<file path="src/hw/rtl/lru_pkg.sv">
// Shared types, sizes and helper functions of the LRU page replacement unit.
package lru_pkg;

    localparam int NUM_FRAMES = 8;
    localparam int PAGE_BITS  = 16;
    localparam int PAGE_IN_W  = 16;
    localparam int CFG_W      = 4;
    localparam int CNT_W      = 16;
    localparam int IDX_W      = (NUM_FRAMES > 1) ? $clog2(NUM_FRAMES) : 1;
    localparam int AGE_W      = IDX_W;
    localparam int USED_W     = $clog2(NUM_FRAMES + 1);
    localparam int LIM_W      = (USED_W > CFG_W) ? USED_W : CFG_W;

    localparam logic [CFG_W-1:0] FRAME_COUNT_RST = CFG_W'(4);
    localparam logic [CNT_W-1:0] COUNT_MAX       = {CNT_W{1'b1}};

    typedef logic [PAGE_BITS-1:0] page_t;
    typedef logic [IDX_W-1:0]     idx_t;
    typedef logic [AGE_W-1:0]     age_t;
    typedef logic [USED_W-1:0]    used_t;

    // Table update issued by the sequencer when an item commits.
    typedef struct packed {
        logic  en;
        logic  clear;
        logic  fill;
        idx_t  slot;
        page_t page;
    } upd_t;

    // Running result of the frame scan.
    typedef struct packed {
        logic  hit;
        idx_t  hit_slot;
        logic  free_found;
        idx_t  free_slot;
        used_t used;
        logic  victim_found;
        idx_t  victim_slot;
        age_t  victim_age;
        page_t victim_page;
    } scan_t;

    // Low PAGE_BITS bits of the port value, zero-extended if the page is wider.
    function automatic page_t page_from_in(input logic [PAGE_IN_W-1:0] v);
        page_t r;
        for (int b = 0; b < PAGE_BITS; b++)
        begin
            r[b] = (b < PAGE_IN_W) ? v[b] : 1'b0;
        end
        return r;
    endfunction

    // Low port-width bits of a page number.
    function automatic logic [PAGE_IN_W-1:0] page_to_out(input page_t p);
        logic [PAGE_IN_W-1:0] r;
        for (int b = 0; b < PAGE_IN_W; b++)
        begin
            r[b] = (b < PAGE_BITS) ? p[b] : 1'b0;
        end
        return r;
    endfunction

endpackage

</file>
<file path="src/hw/rtl/lru_frame_tbl.sv">
// Frame table: resident page numbers, valid bits and recency ranks.
module lru_frame_tbl
(
    input  logic            clk,
    input  logic            rst_n,
    input  lru_pkg::idx_t   rd_idx,
    output lru_pkg::page_t  rd_page,
    output logic            rd_valid,
    output lru_pkg::age_t   rd_age,
    input  lru_pkg::upd_t   upd
);

    lru_pkg::page_t                    page_mem [lru_pkg::NUM_FRAMES];
    logic [lru_pkg::NUM_FRAMES-1:0]    valid_reg;
    logic [lru_pkg::NUM_FRAMES-1:0]    valid_next;
    lru_pkg::age_t                     age_reg  [lru_pkg::NUM_FRAMES];
    lru_pkg::age_t                     age_next [lru_pkg::NUM_FRAMES];
    lru_pkg::age_t                     limit_age;

    assign rd_page  = page_mem[rd_idx];
    assign rd_valid = valid_reg[rd_idx];
    assign rd_age   = age_reg[rd_idx];

    always_ff @(posedge clk)
    begin
        if (upd.en)
        begin
            page_mem[upd.slot] <= upd.page;
        end
    end

    // The touched frame becomes most recent; valid frames younger than its old
    // rank age by one, or all valid frames do when a free frame is filled.
    always_comb
    begin
        limit_age = age_reg[upd.slot];
        for (int i = 0; i < lru_pkg::NUM_FRAMES; i++)
        begin
            valid_next[i] = valid_reg[i];
            age_next[i]   = age_reg[i];
            if (upd.en)
            begin
                if (lru_pkg::idx_t'(i) == upd.slot)
                begin
                    valid_next[i] = 1'b1;
                    age_next[i]   = '0;
                end
                else if (valid_reg[i] && (upd.fill || (age_reg[i] < limit_age)))
                begin
                    age_next[i] = age_reg[i] + lru_pkg::age_t'(1);
                end
            end
            if (upd.clear)
            begin
                valid_next[i] = 1'b0;
                age_next[i]   = '0;
            end
        end
    end

    always_ff @(posedge clk or negedge rst_n)
    begin
        if (!rst_n)
        begin
            valid_reg <= '0;
            for (int i = 0; i < lru_pkg::NUM_FRAMES; i++)
            begin
                age_reg[i] <= '0;
            end
        end
        else
        begin
            valid_reg <= valid_next;
            for (int i = 0; i < lru_pkg::NUM_FRAMES; i++)
            begin
                age_reg[i] <= age_next[i];
            end
        end
    end

endmodule

</file>
<file path="src/hw/rtl/lru_scan_unit.sv">
// Shared scan unit: one frame per cycle while step is high, via page and age comparators.
module lru_scan_unit
(
    input  logic            clk,
    input  logic            rst_n,
    input  logic            start,
    input  logic            step,
    input  lru_pkg::idx_t   step_idx,
    input  lru_pkg::page_t  ref_page,
    input  lru_pkg::page_t  rd_page,
    input  logic            rd_valid,
    input  lru_pkg::age_t   rd_age,
    output lru_pkg::scan_t  res
);

    lru_pkg::scan_t res_reg;
    lru_pkg::scan_t res_next;
    logic           page_eq;
    logic           age_gt;

    assign page_eq = (rd_page == ref_page);
    assign age_gt  = (rd_age > res_reg.victim_age);
    assign res     = res_reg;

    always_comb
    begin
        res_next = res_reg;
        if (start)
        begin
            res_next = '0;
        end
        else if (step)
        begin
            if (rd_valid)
            begin
                res_next.used = res_reg.used + lru_pkg::used_t'(1);
                if (!res_reg.hit && page_eq)
                begin
                    res_next.hit      = 1'b1;
                    res_next.hit_slot = step_idx;
                end
                // Strictly older wins, so the lowest frame keeps a tie.
                if (!res_reg.victim_found || age_gt)
                begin
                    res_next.victim_found = 1'b1;
                    res_next.victim_slot  = step_idx;
                    res_next.victim_age   = rd_age;
                    res_next.victim_page  = rd_page;
                end
            end
            else if (!res_reg.free_found)
            begin
                res_next.free_found = 1'b1;
                res_next.free_slot  = step_idx;
            end
        end
    end

    always_ff @(posedge clk or negedge rst_n)
    begin
        if (!rst_n)
        begin
            res_reg <= '0;
        end
        else
        begin
            res_reg <= res_next;
        end
    end

endmodule

</file>
<file path="src/hw/rtl/lru_page_replacement_unit.sv">
// An accepted reference is scanned one frame per cycle through the shared comparators,
// then commits, and the result is registered onto m_tvalid and m_tdata.
// The block takes no new reference while a scan or commit is in progress, and a result
// still waiting for m_tready holds the commit back.
// Reset empties the frame table, clears the fault count and sets frame_count to 4.
module lru_page_replacement_unit
(
    input  logic        clk,
    input  logic        rst_n,
    input  logic        cfg_valid,
    output logic        cfg_ready,
    input  logic [3:0]  cfg_data,    // frame_count
    input  logic        s_tvalid,
    output logic        s_tready,
    input  logic [15:0] s_tdata,     // [15:0] page_number
    input  logic        s_tlast,     // last_ref
    output logic        m_tvalid,
    input  logic        m_tready,
    output logic [39:0] m_tdata      // [0] fault, [1] evicted_valid, [17:2] evicted_page,
                                     // [33:18] fault_count, [39:34] zero
);

    localparam int OUT_W = 40;
    localparam int PAD_W = OUT_W - (2 + lru_pkg::PAGE_IN_W + lru_pkg::CNT_W);

    typedef enum logic [1:0] {ST_IDLE, ST_SCAN, ST_COMMIT} state_t;

    state_t                          state_reg, state_next;
    lru_pkg::idx_t                   idx_reg, idx_next;
    lru_pkg::page_t                  page_reg, page_next;
    logic                            last_reg, last_next;
    logic [lru_pkg::CNT_W-1:0]       fault_cnt_reg, fault_cnt_next;
    logic [lru_pkg::CFG_W-1:0]       frame_count_reg, frame_count_next;
    logic                            m_tvalid_reg, m_tvalid_next;
    logic [OUT_W-1:0]                m_tdata_reg, m_tdata_next;

    logic                            in_fire;
    logic                            commit_fire;
    logic                            miss;
    logic                            do_fill;
    logic                            do_repl;
    logic [lru_pkg::LIM_W-1:0]       cfg_ext;
    logic [lru_pkg::LIM_W-1:0]       limit;
    logic [lru_pkg::CNT_W-1:0]       cnt_new;
    logic [lru_pkg::PAGE_IN_W-1:0]   ev_page;

    lru_pkg::upd_t                   upd;
    lru_pkg::scan_t                  scan;
    lru_pkg::page_t                  rd_page;
    logic                            rd_valid;
    lru_pkg::age_t                   rd_age;

    lru_frame_tbl u_tbl
    (
        .clk      (clk),
        .rst_n    (rst_n),
        .rd_idx   (idx_reg),
        .rd_page  (rd_page),
        .rd_valid (rd_valid),
        .rd_age   (rd_age),
        .upd      (upd)
    );

    lru_scan_unit u_scan
    (
        .clk      (clk),
        .rst_n    (rst_n),
        .start    (in_fire),
        .step     (state_reg == ST_SCAN),
        .step_idx (idx_reg),
        .ref_page (page_reg),
        .rd_page  (rd_page),
        .rd_valid (rd_valid),
        .rd_age   (rd_age),
        .res      (scan)
    );

    assign cfg_ready   = 1'b1;
    assign s_tready    = (state_reg == ST_IDLE);
    assign m_tvalid    = m_tvalid_reg;
    assign m_tdata     = m_tdata_reg;
    assign in_fire     = s_tvalid && s_tready;
    assign commit_fire = (state_reg == ST_COMMIT) && (!m_tvalid_reg || m_tready);

    // Active frame count: zero acts as one, anything above the built count saturates.
    always_comb
    begin
        cfg_ext = lru_pkg::LIM_W'(frame_count_reg);
        if (cfg_ext == '0)
        begin
            limit = lru_pkg::LIM_W'(1);
        end
        else if (cfg_ext > lru_pkg::LIM_W'(lru_pkg::NUM_FRAMES))
        begin
            limit = lru_pkg::LIM_W'(lru_pkg::NUM_FRAMES);
        end
        else
        begin
            limit = cfg_ext;
        end
    end

    always_comb
    begin
        miss    = !scan.hit;
        do_fill = miss && scan.free_found && (lru_pkg::LIM_W'(scan.used) < limit);
        do_repl = miss && !do_fill && scan.victim_found;
        cnt_new = (miss && (fault_cnt_reg != lru_pkg::COUNT_MAX))
                  ? fault_cnt_reg + lru_pkg::CNT_W'(1) : fault_cnt_reg;
        ev_page = do_repl ? lru_pkg::page_to_out(scan.victim_page) : '0;

        upd.en    = commit_fire && (!miss || do_fill || do_repl);
        upd.clear = commit_fire && last_reg;
        upd.fill  = do_fill;
        upd.page  = page_reg;
        if (!miss)
        begin
            upd.slot = scan.hit_slot;
        end
        else if (do_fill)
        begin
            upd.slot = scan.free_slot;
        end
        else
        begin
            upd.slot = scan.victim_slot;
        end
    end

    always_comb
    begin
        state_next       = state_reg;
        idx_next         = idx_reg;
        page_next        = page_reg;
        last_next        = last_reg;
        fault_cnt_next   = fault_cnt_reg;
        frame_count_next = frame_count_reg;
        m_tvalid_next    = m_tvalid_reg;
        m_tdata_next     = m_tdata_reg;

        if (cfg_valid && cfg_ready)
        begin
            frame_count_next = cfg_data;
        end

        if (m_tvalid_reg && m_tready)
        begin
            m_tvalid_next = 1'b0;
        end

        case (state_reg)
            ST_IDLE:
            begin
                if (in_fire)
                begin
                    page_next  = lru_pkg::page_from_in(s_tdata);
                    last_next  = s_tlast;
                    idx_next   = '0;
                    state_next = ST_SCAN;
                end
            end
            ST_SCAN:
            begin
                if (idx_reg == lru_pkg::idx_t'(lru_pkg::NUM_FRAMES - 1))
                begin
                    state_next = ST_COMMIT;
                end
                else
                begin
                    idx_next = idx_reg + lru_pkg::idx_t'(1);
                end
            end
            ST_COMMIT:
            begin
                if (commit_fire)
                begin
                    m_tvalid_next  = 1'b1;
                    m_tdata_next   = {{PAD_W{1'b0}}, cnt_new, ev_page, do_repl, miss};
                    fault_cnt_next = last_reg ? '0 : cnt_new;
                    state_next     = ST_IDLE;
                end
            end
            default:
            begin
                state_next = ST_IDLE;
            end
        endcase
    end

    always_ff @(posedge clk or negedge rst_n)
    begin
        if (!rst_n)
        begin
            state_reg       <= ST_IDLE;
            idx_reg         <= '0;
            last_reg        <= 1'b0;
            fault_cnt_reg   <= '0;
            frame_count_reg <= lru_pkg::FRAME_COUNT_RST;
            m_tvalid_reg    <= 1'b0;
            page_reg        <= '0;
            m_tdata_reg     <= '0;
        end
        else
        begin
            state_reg       <= state_next;
            idx_reg         <= idx_next;
            last_reg        <= last_next;
            fault_cnt_reg   <= fault_cnt_next;
            frame_count_reg <= frame_count_next;
            m_tvalid_reg    <= m_tvalid_next;
            page_reg        <= page_next;
            m_tdata_reg     <= m_tdata_next;
        end
    end

    a_accept_starts_scan: assert property (@(posedge clk) disable iff (!rst_n)
        in_fire |=> (state_reg == ST_SCAN))
        else $error("accepted reference did not start a scan");

    a_evict_only_on_fault: assert property (@(posedge clk) disable iff (!rst_n)
        m_tvalid |-> (!m_tdata[1] || m_tdata[0]))
        else $error("eviction reported on a hit");

    a_last_clears_count: assert property (@(posedge clk) disable iff (!rst_n)
        (commit_fire && last_reg) |=> (fault_cnt_reg == '0))
        else $error("fault count not cleared after last reference");

    a_count_monotonic: assert property (@(posedge clk) disable iff (!rst_n)
        !(commit_fire && last_reg) |=> (fault_cnt_reg >= $past(fault_cnt_reg)))
        else $error("fault count decreased within a run");

endmodule
</file>
<file path="config.mk">
export PLATFORM = sky130hd
export DESIGN_NAME = lru_page_replacement_unit
export DESIGN_NICKNAME = d
export VERILOG_FILES = /design/src/hw/rtl/lru_pkg.sv /design/src/hw/rtl/lru_frame_tbl.sv /design/src/hw/rtl/lru_scan_unit.sv /design/src/hw/rtl/lru_page_replacement_unit.sv
export SDC_FILE = /design/constraint.sdc
export NUM_CORES = 1
export LEC_CHECK = 0
export BUFFER_PORTS_ARGS = -buffer_cell sky130_fd_sc_hd__buf_2
export CORE_ASPECT_RATIO = 0.75
export CORE_UTILIZATION = 50
export CTS_CLUSTER_DIAMETER = 150
export DETAILED_ROUTE_END_ITERATION = 10
export HOLD_SLACK_MARGIN = 0.03
export PLACE_DENSITY_LB_ADDON = 0.2
export SLEW_MARGIN = 20
export SYNTH_ARGS = -nofsm -noshare
export SYNTH_HDL_FRONTEND = slang
export SYNTH_SLANG_ARGS = --single-unit
</file>
<file path="constraint.sdc">
create_clock -name clk -period 4.3 [get_ports clk]
set_input_delay 0.43 -clock clk [delete_from_list [all_inputs] [get_ports clk]]
set_output_delay 0.43 -clock clk [all_outputs]
set_load 0.02 [all_outputs]
</file>
==> impl_metrics.csv <==
group,metric,value,unit
run_status,status,"finished, final reports clean",
placed_design,place_area,13800,um2
die,io_pins,69,
clock_network,cts_buffers,28,
route,drtPass1Iterations,5,
route,ant_nets,0,
logic_synthesis,synthSimpleGateAreaFrac,0.118,
logic_synthesis,yosys_warnings,0,
sta,drv_slew,0,
final_layout,drive_above_1_share,0.196,
power,ir_worst_vdd,0.354,mV
power,power.leakage,6.10,nW
sta,fin_skew,0.0153,ns
global_route,grt_use_met3,0.0398,
final_layout,largest_reg_flops,128,
route,vias,8660,
global_route,met1_usage,0.365,
global_route,grtUsageTotal,0.229,
logic_synthesis,synth_fa_ha_area_frac,0.0252,
logic_synthesis,synth_top_family_by_area,"multiplexers",
sta,fmax,246,MHz
global_route,grt_pass1_vias,8330,
final_layout,nFillCells,2028,
power,p_comb_frac,0.338,
sta,holdWs,0.0672,ns
final_layout,nets,1187,
die,rows,50,
clock_network,htreeDepth,1,
worst_hold_path,hold_path_class,"input port to register",
worst_setup_path,critical_path.endpoint_type,"register",
power,power,0.00924,W
placed_design,gp_congestion,0.888,
route,drc_errors,0,
worst_setup_path,critPathMaxFanout,6,
logic_synthesis,ys_seq_area_frac,0.577,
run,drv_cap,0,
clock_network,cts_sinks,272,
power,netSwitchingPower,0.00325,W
global_route,grt_first_pass_wirelength,47300,um
logic_synthesis,synth-seq-cells,272,
logic_synthesis,muxShareOfSynthArea,0.126,
clock_network,cts.clk_slew.worst_paths,0.06,ns
clock_network,ctsRootBufferMaster,"clkbuf_16",
global_route,antenna_found_initial,0,
worst_setup_path,required,4.73,ns
logic_synthesis,synth_cell_type_count,78,
final_layout,final_util,0.587,
global_route,gr-max-usage-layer,"met1",
clock_network,cts_tree,"yes",
logic_synthesis,synth_async_sr_flop_share,0.529,
global_route,grt_max_degree,83,
die,core,25100,um2
logic_synthesis,synth_enable_flop_cells,128,
sta,relSlewSlack,0.423,
die,die_w,188,um
clock_network,cts_setup_buffers,0,
logic_synthesis,syn-cell-area,12900,um2
route,wirelength,29800,um
worst_setup_path,arrival,4.50,ns
power,powerDensity,626,nW/um2
route,wl_per_cell,19.9,um
route,drt-initial-drc-count,706,
sta,min_period,4.07,ns
final_layout,final_cell_area,14800,um2
sta,setup_viol,0,
logic_synthesis,synth-xor-area-share,0.0224,
power,pwr-share-seq,0.397,
clock_network,clock_path_buffers,3,
placed_design,hpwl,19700,um
die,start_util,0.513,
die,die-height,141,um
route,vias_per_cell,5.79,
sta,hold_violations,0,
logic_synthesis,synth_compound_area_frac,0.104,
sta,fin_crit_sh,0.946,
logic_synthesis,avgSynthCellArea,12.2,um2
logic_synthesis,synthCells,1055,
sta,worst_pin_slew,0.854,ns
global_route,met2_usage,0.321,
placed_design,port_buffers,61,
final_layout,antennaDiodeCount,0,
clock_network,clk_latency,0.55,ns
die,die-area,26500,um2
worst_setup_path,startpoint_type,"register",
logic_synthesis,synth_ff_type,"dfrtp_1",
global_route,grt-ovfl-total,0,
final_layout,area_delta_synth_final,14.3,%
power,clockPowerShare,0.265,
power,p_int,0.00600,W
power,swShare,0.351,
worst_setup_path,setup.worst_path.class,"register to register",
[power by group through the flow]
stage	Sequential (W)	Combinational, W	Clock, W
global placement	0.00370	0.00299	0
floorplan	0.00345	0.00230	0
global route	0.00373	0.00343	0.00261
CTS	0.00367	0.00307	0.00251
finish	0.00367	0.00312	0.00245
detailed placement	0.00372	0.00305	0
[worst max-delay path, cell delays in order, from the launching register on]
cell,delay [ns]
dfstp_2,0.54
nand2_1,0.06
ha_1,0.26
o21ai_1,0.23
nand3_2,0.16
a211o_1,0.37
o311a_1,0.20
nand2_1,0.09
and3_1,0.15
a311oi_1,0.05
a31oi_2,0.38
ha_1,0.28
nor3_1,0.06
a221o_1,0.37
a21boi_2,0.18
a31oi_2,0.23
mux2_1,0.33
[kinds of logic after synthesis]
| kind of cell | count (synthesis) |
|---|---|
| xor gates and xnor gates | 33 |
| DFF | 272 |
| other | 2 |
| and+or+nand+nor | 340 |
| buffers and inverters | 84 |
| muxes | 110 |
| adders and majority gates | 26 |
| AOI/OAI and AO/OA | 188 |
[Yosys cell counts (6+ instances only)]
library cell	instances	area, um2
nand2_1	182	683
dfrtp_1	143	3580
edfxtp_1	128	3840
mux2i_1	62	621
nor2_1	60	225
o21ai_0	53	265
clkbuf_1	41	154
mux4_2	41	923
a21oi_1	28	140
nor3_1	28	140
ha_1	26	325
inv_1	21	78.8
a22o_1	18	158
xnor2_1	17	149
xor2_1	16	140
nand3_1	15	75.1
and3_1	13	81.3
a31oi_1	10	62.6
buf_4	9	67.6
and2_1	8	50.1
buf_2	8	40.0
mux2_2	6	67.6
nand2b_1	6	37.5
o211ai_1	6	45.0
[layer usage]
layer,wire length (um),up-vias
met5,0,-
met4,609,0
met3,2010,57
met2,12400,289
met1,14800,4272
li1,-,4042
[final timing paths]
kind	slack, ns	start	depth (start not counted)	endpoint
min in group asynchronous	0.47	rst_n	2	m_tdata[23]
min	0.07	s_tdata[15]	3	page_reg[15]
max	0.23	cfg_ext[2]	16	u_tbl.age_reg[12]
max in group asynchronous	2.87	rst_n	3	u_scan.res[15]
max reg2reg	0.23	cfg_ext[2]	16	u_tbl.age_reg[12]
min reg2reg	0.47	m_tdata[1]	1	m_tdata[1]
[stage by stage]
stage | setup slack (ns) | setup TNS, ns | instances
finish | 0.233 | 0 | 1495
global route | -0.0402 | -0.136 | 1495
CTS | 0.0587 | 0 | 1495
global placement | 0.207 | 0 | 1442
floorplan | 0.223 | 0 | 1060
detailed placement | 0.0658 | 0 | 1442
[layout by cell type, fill, tap and decap left out, types with 5 or more instances in the layout]
| cell type | Yosys | routed |
|---|---|---|
| ha_1 | 26 | 26 |
| nand3_1 | 15 | 13 |
| xnor2_1 | 17 | 17 |
| clkbuf_8 | 0 | 5 |
| and3_1 | 13 | 13 |
| nand4_1 | 5 | 5 |
| nor3_1 | 28 | 27 |
| xor2_1 | 16 | 16 |
| o21ai_0 | 53 | 53 |
| buf_2 | 8 | 60 |
| nand2_1 | 182 | 182 |
| o211ai_1 | 6 | 6 |
| nor2_1 | 60 | 59 |
| clkbuf_16 | 0 | 29 |
| a31oi_1 | 10 | 8 |
| a22o_1 | 18 | 18 |
| buf_4 | 9 | 44 |
| inv_1 | 21 | 21 |
| edfxtp_1 | 128 | 128 |
| and2_1 | 8 | 8 |
| o31ai_1 | 5 | 5 |
| mux4_2 | 41 | 41 |
| dfrtp_1 | 143 | 141 |
| mux2i_1 | 62 | 62 |
| a21oi_1 | 28 | 28 |
| mux2_2 | 6 | 6 |
| nand2b_1 | 6 | 6 |
| clkbuf_1 | 41 | 8 |
| conb_1 | 2 | 7 |
[layout make-up]
| cell class | instances | area, um2 | share of cell area |
|---|---|---|---|
| inverters | 21 | 78.8 | 0.00534 |
| well taps | 338 | 423 | 0.0287 |
| flip-flops and latches | 272 | 7450 | 0.505 |
| clock inverters | 10 | 120 | 0.00814 |
| multi-input cells | 704 | 5170 | 0.350 |
| clock buffers | 42 | 825 | 0.0559 |
| repair buffers | 108 | 692 | 0.0469 |
[repair_timing]
item                       4_1_cts  5_1_grt
gates resized for setup          0        5
hold endpoints to repair        74        0
setup endpoints to repair        0       21
hold buffers                     1        0
Power figures use the tool's default switching activity.
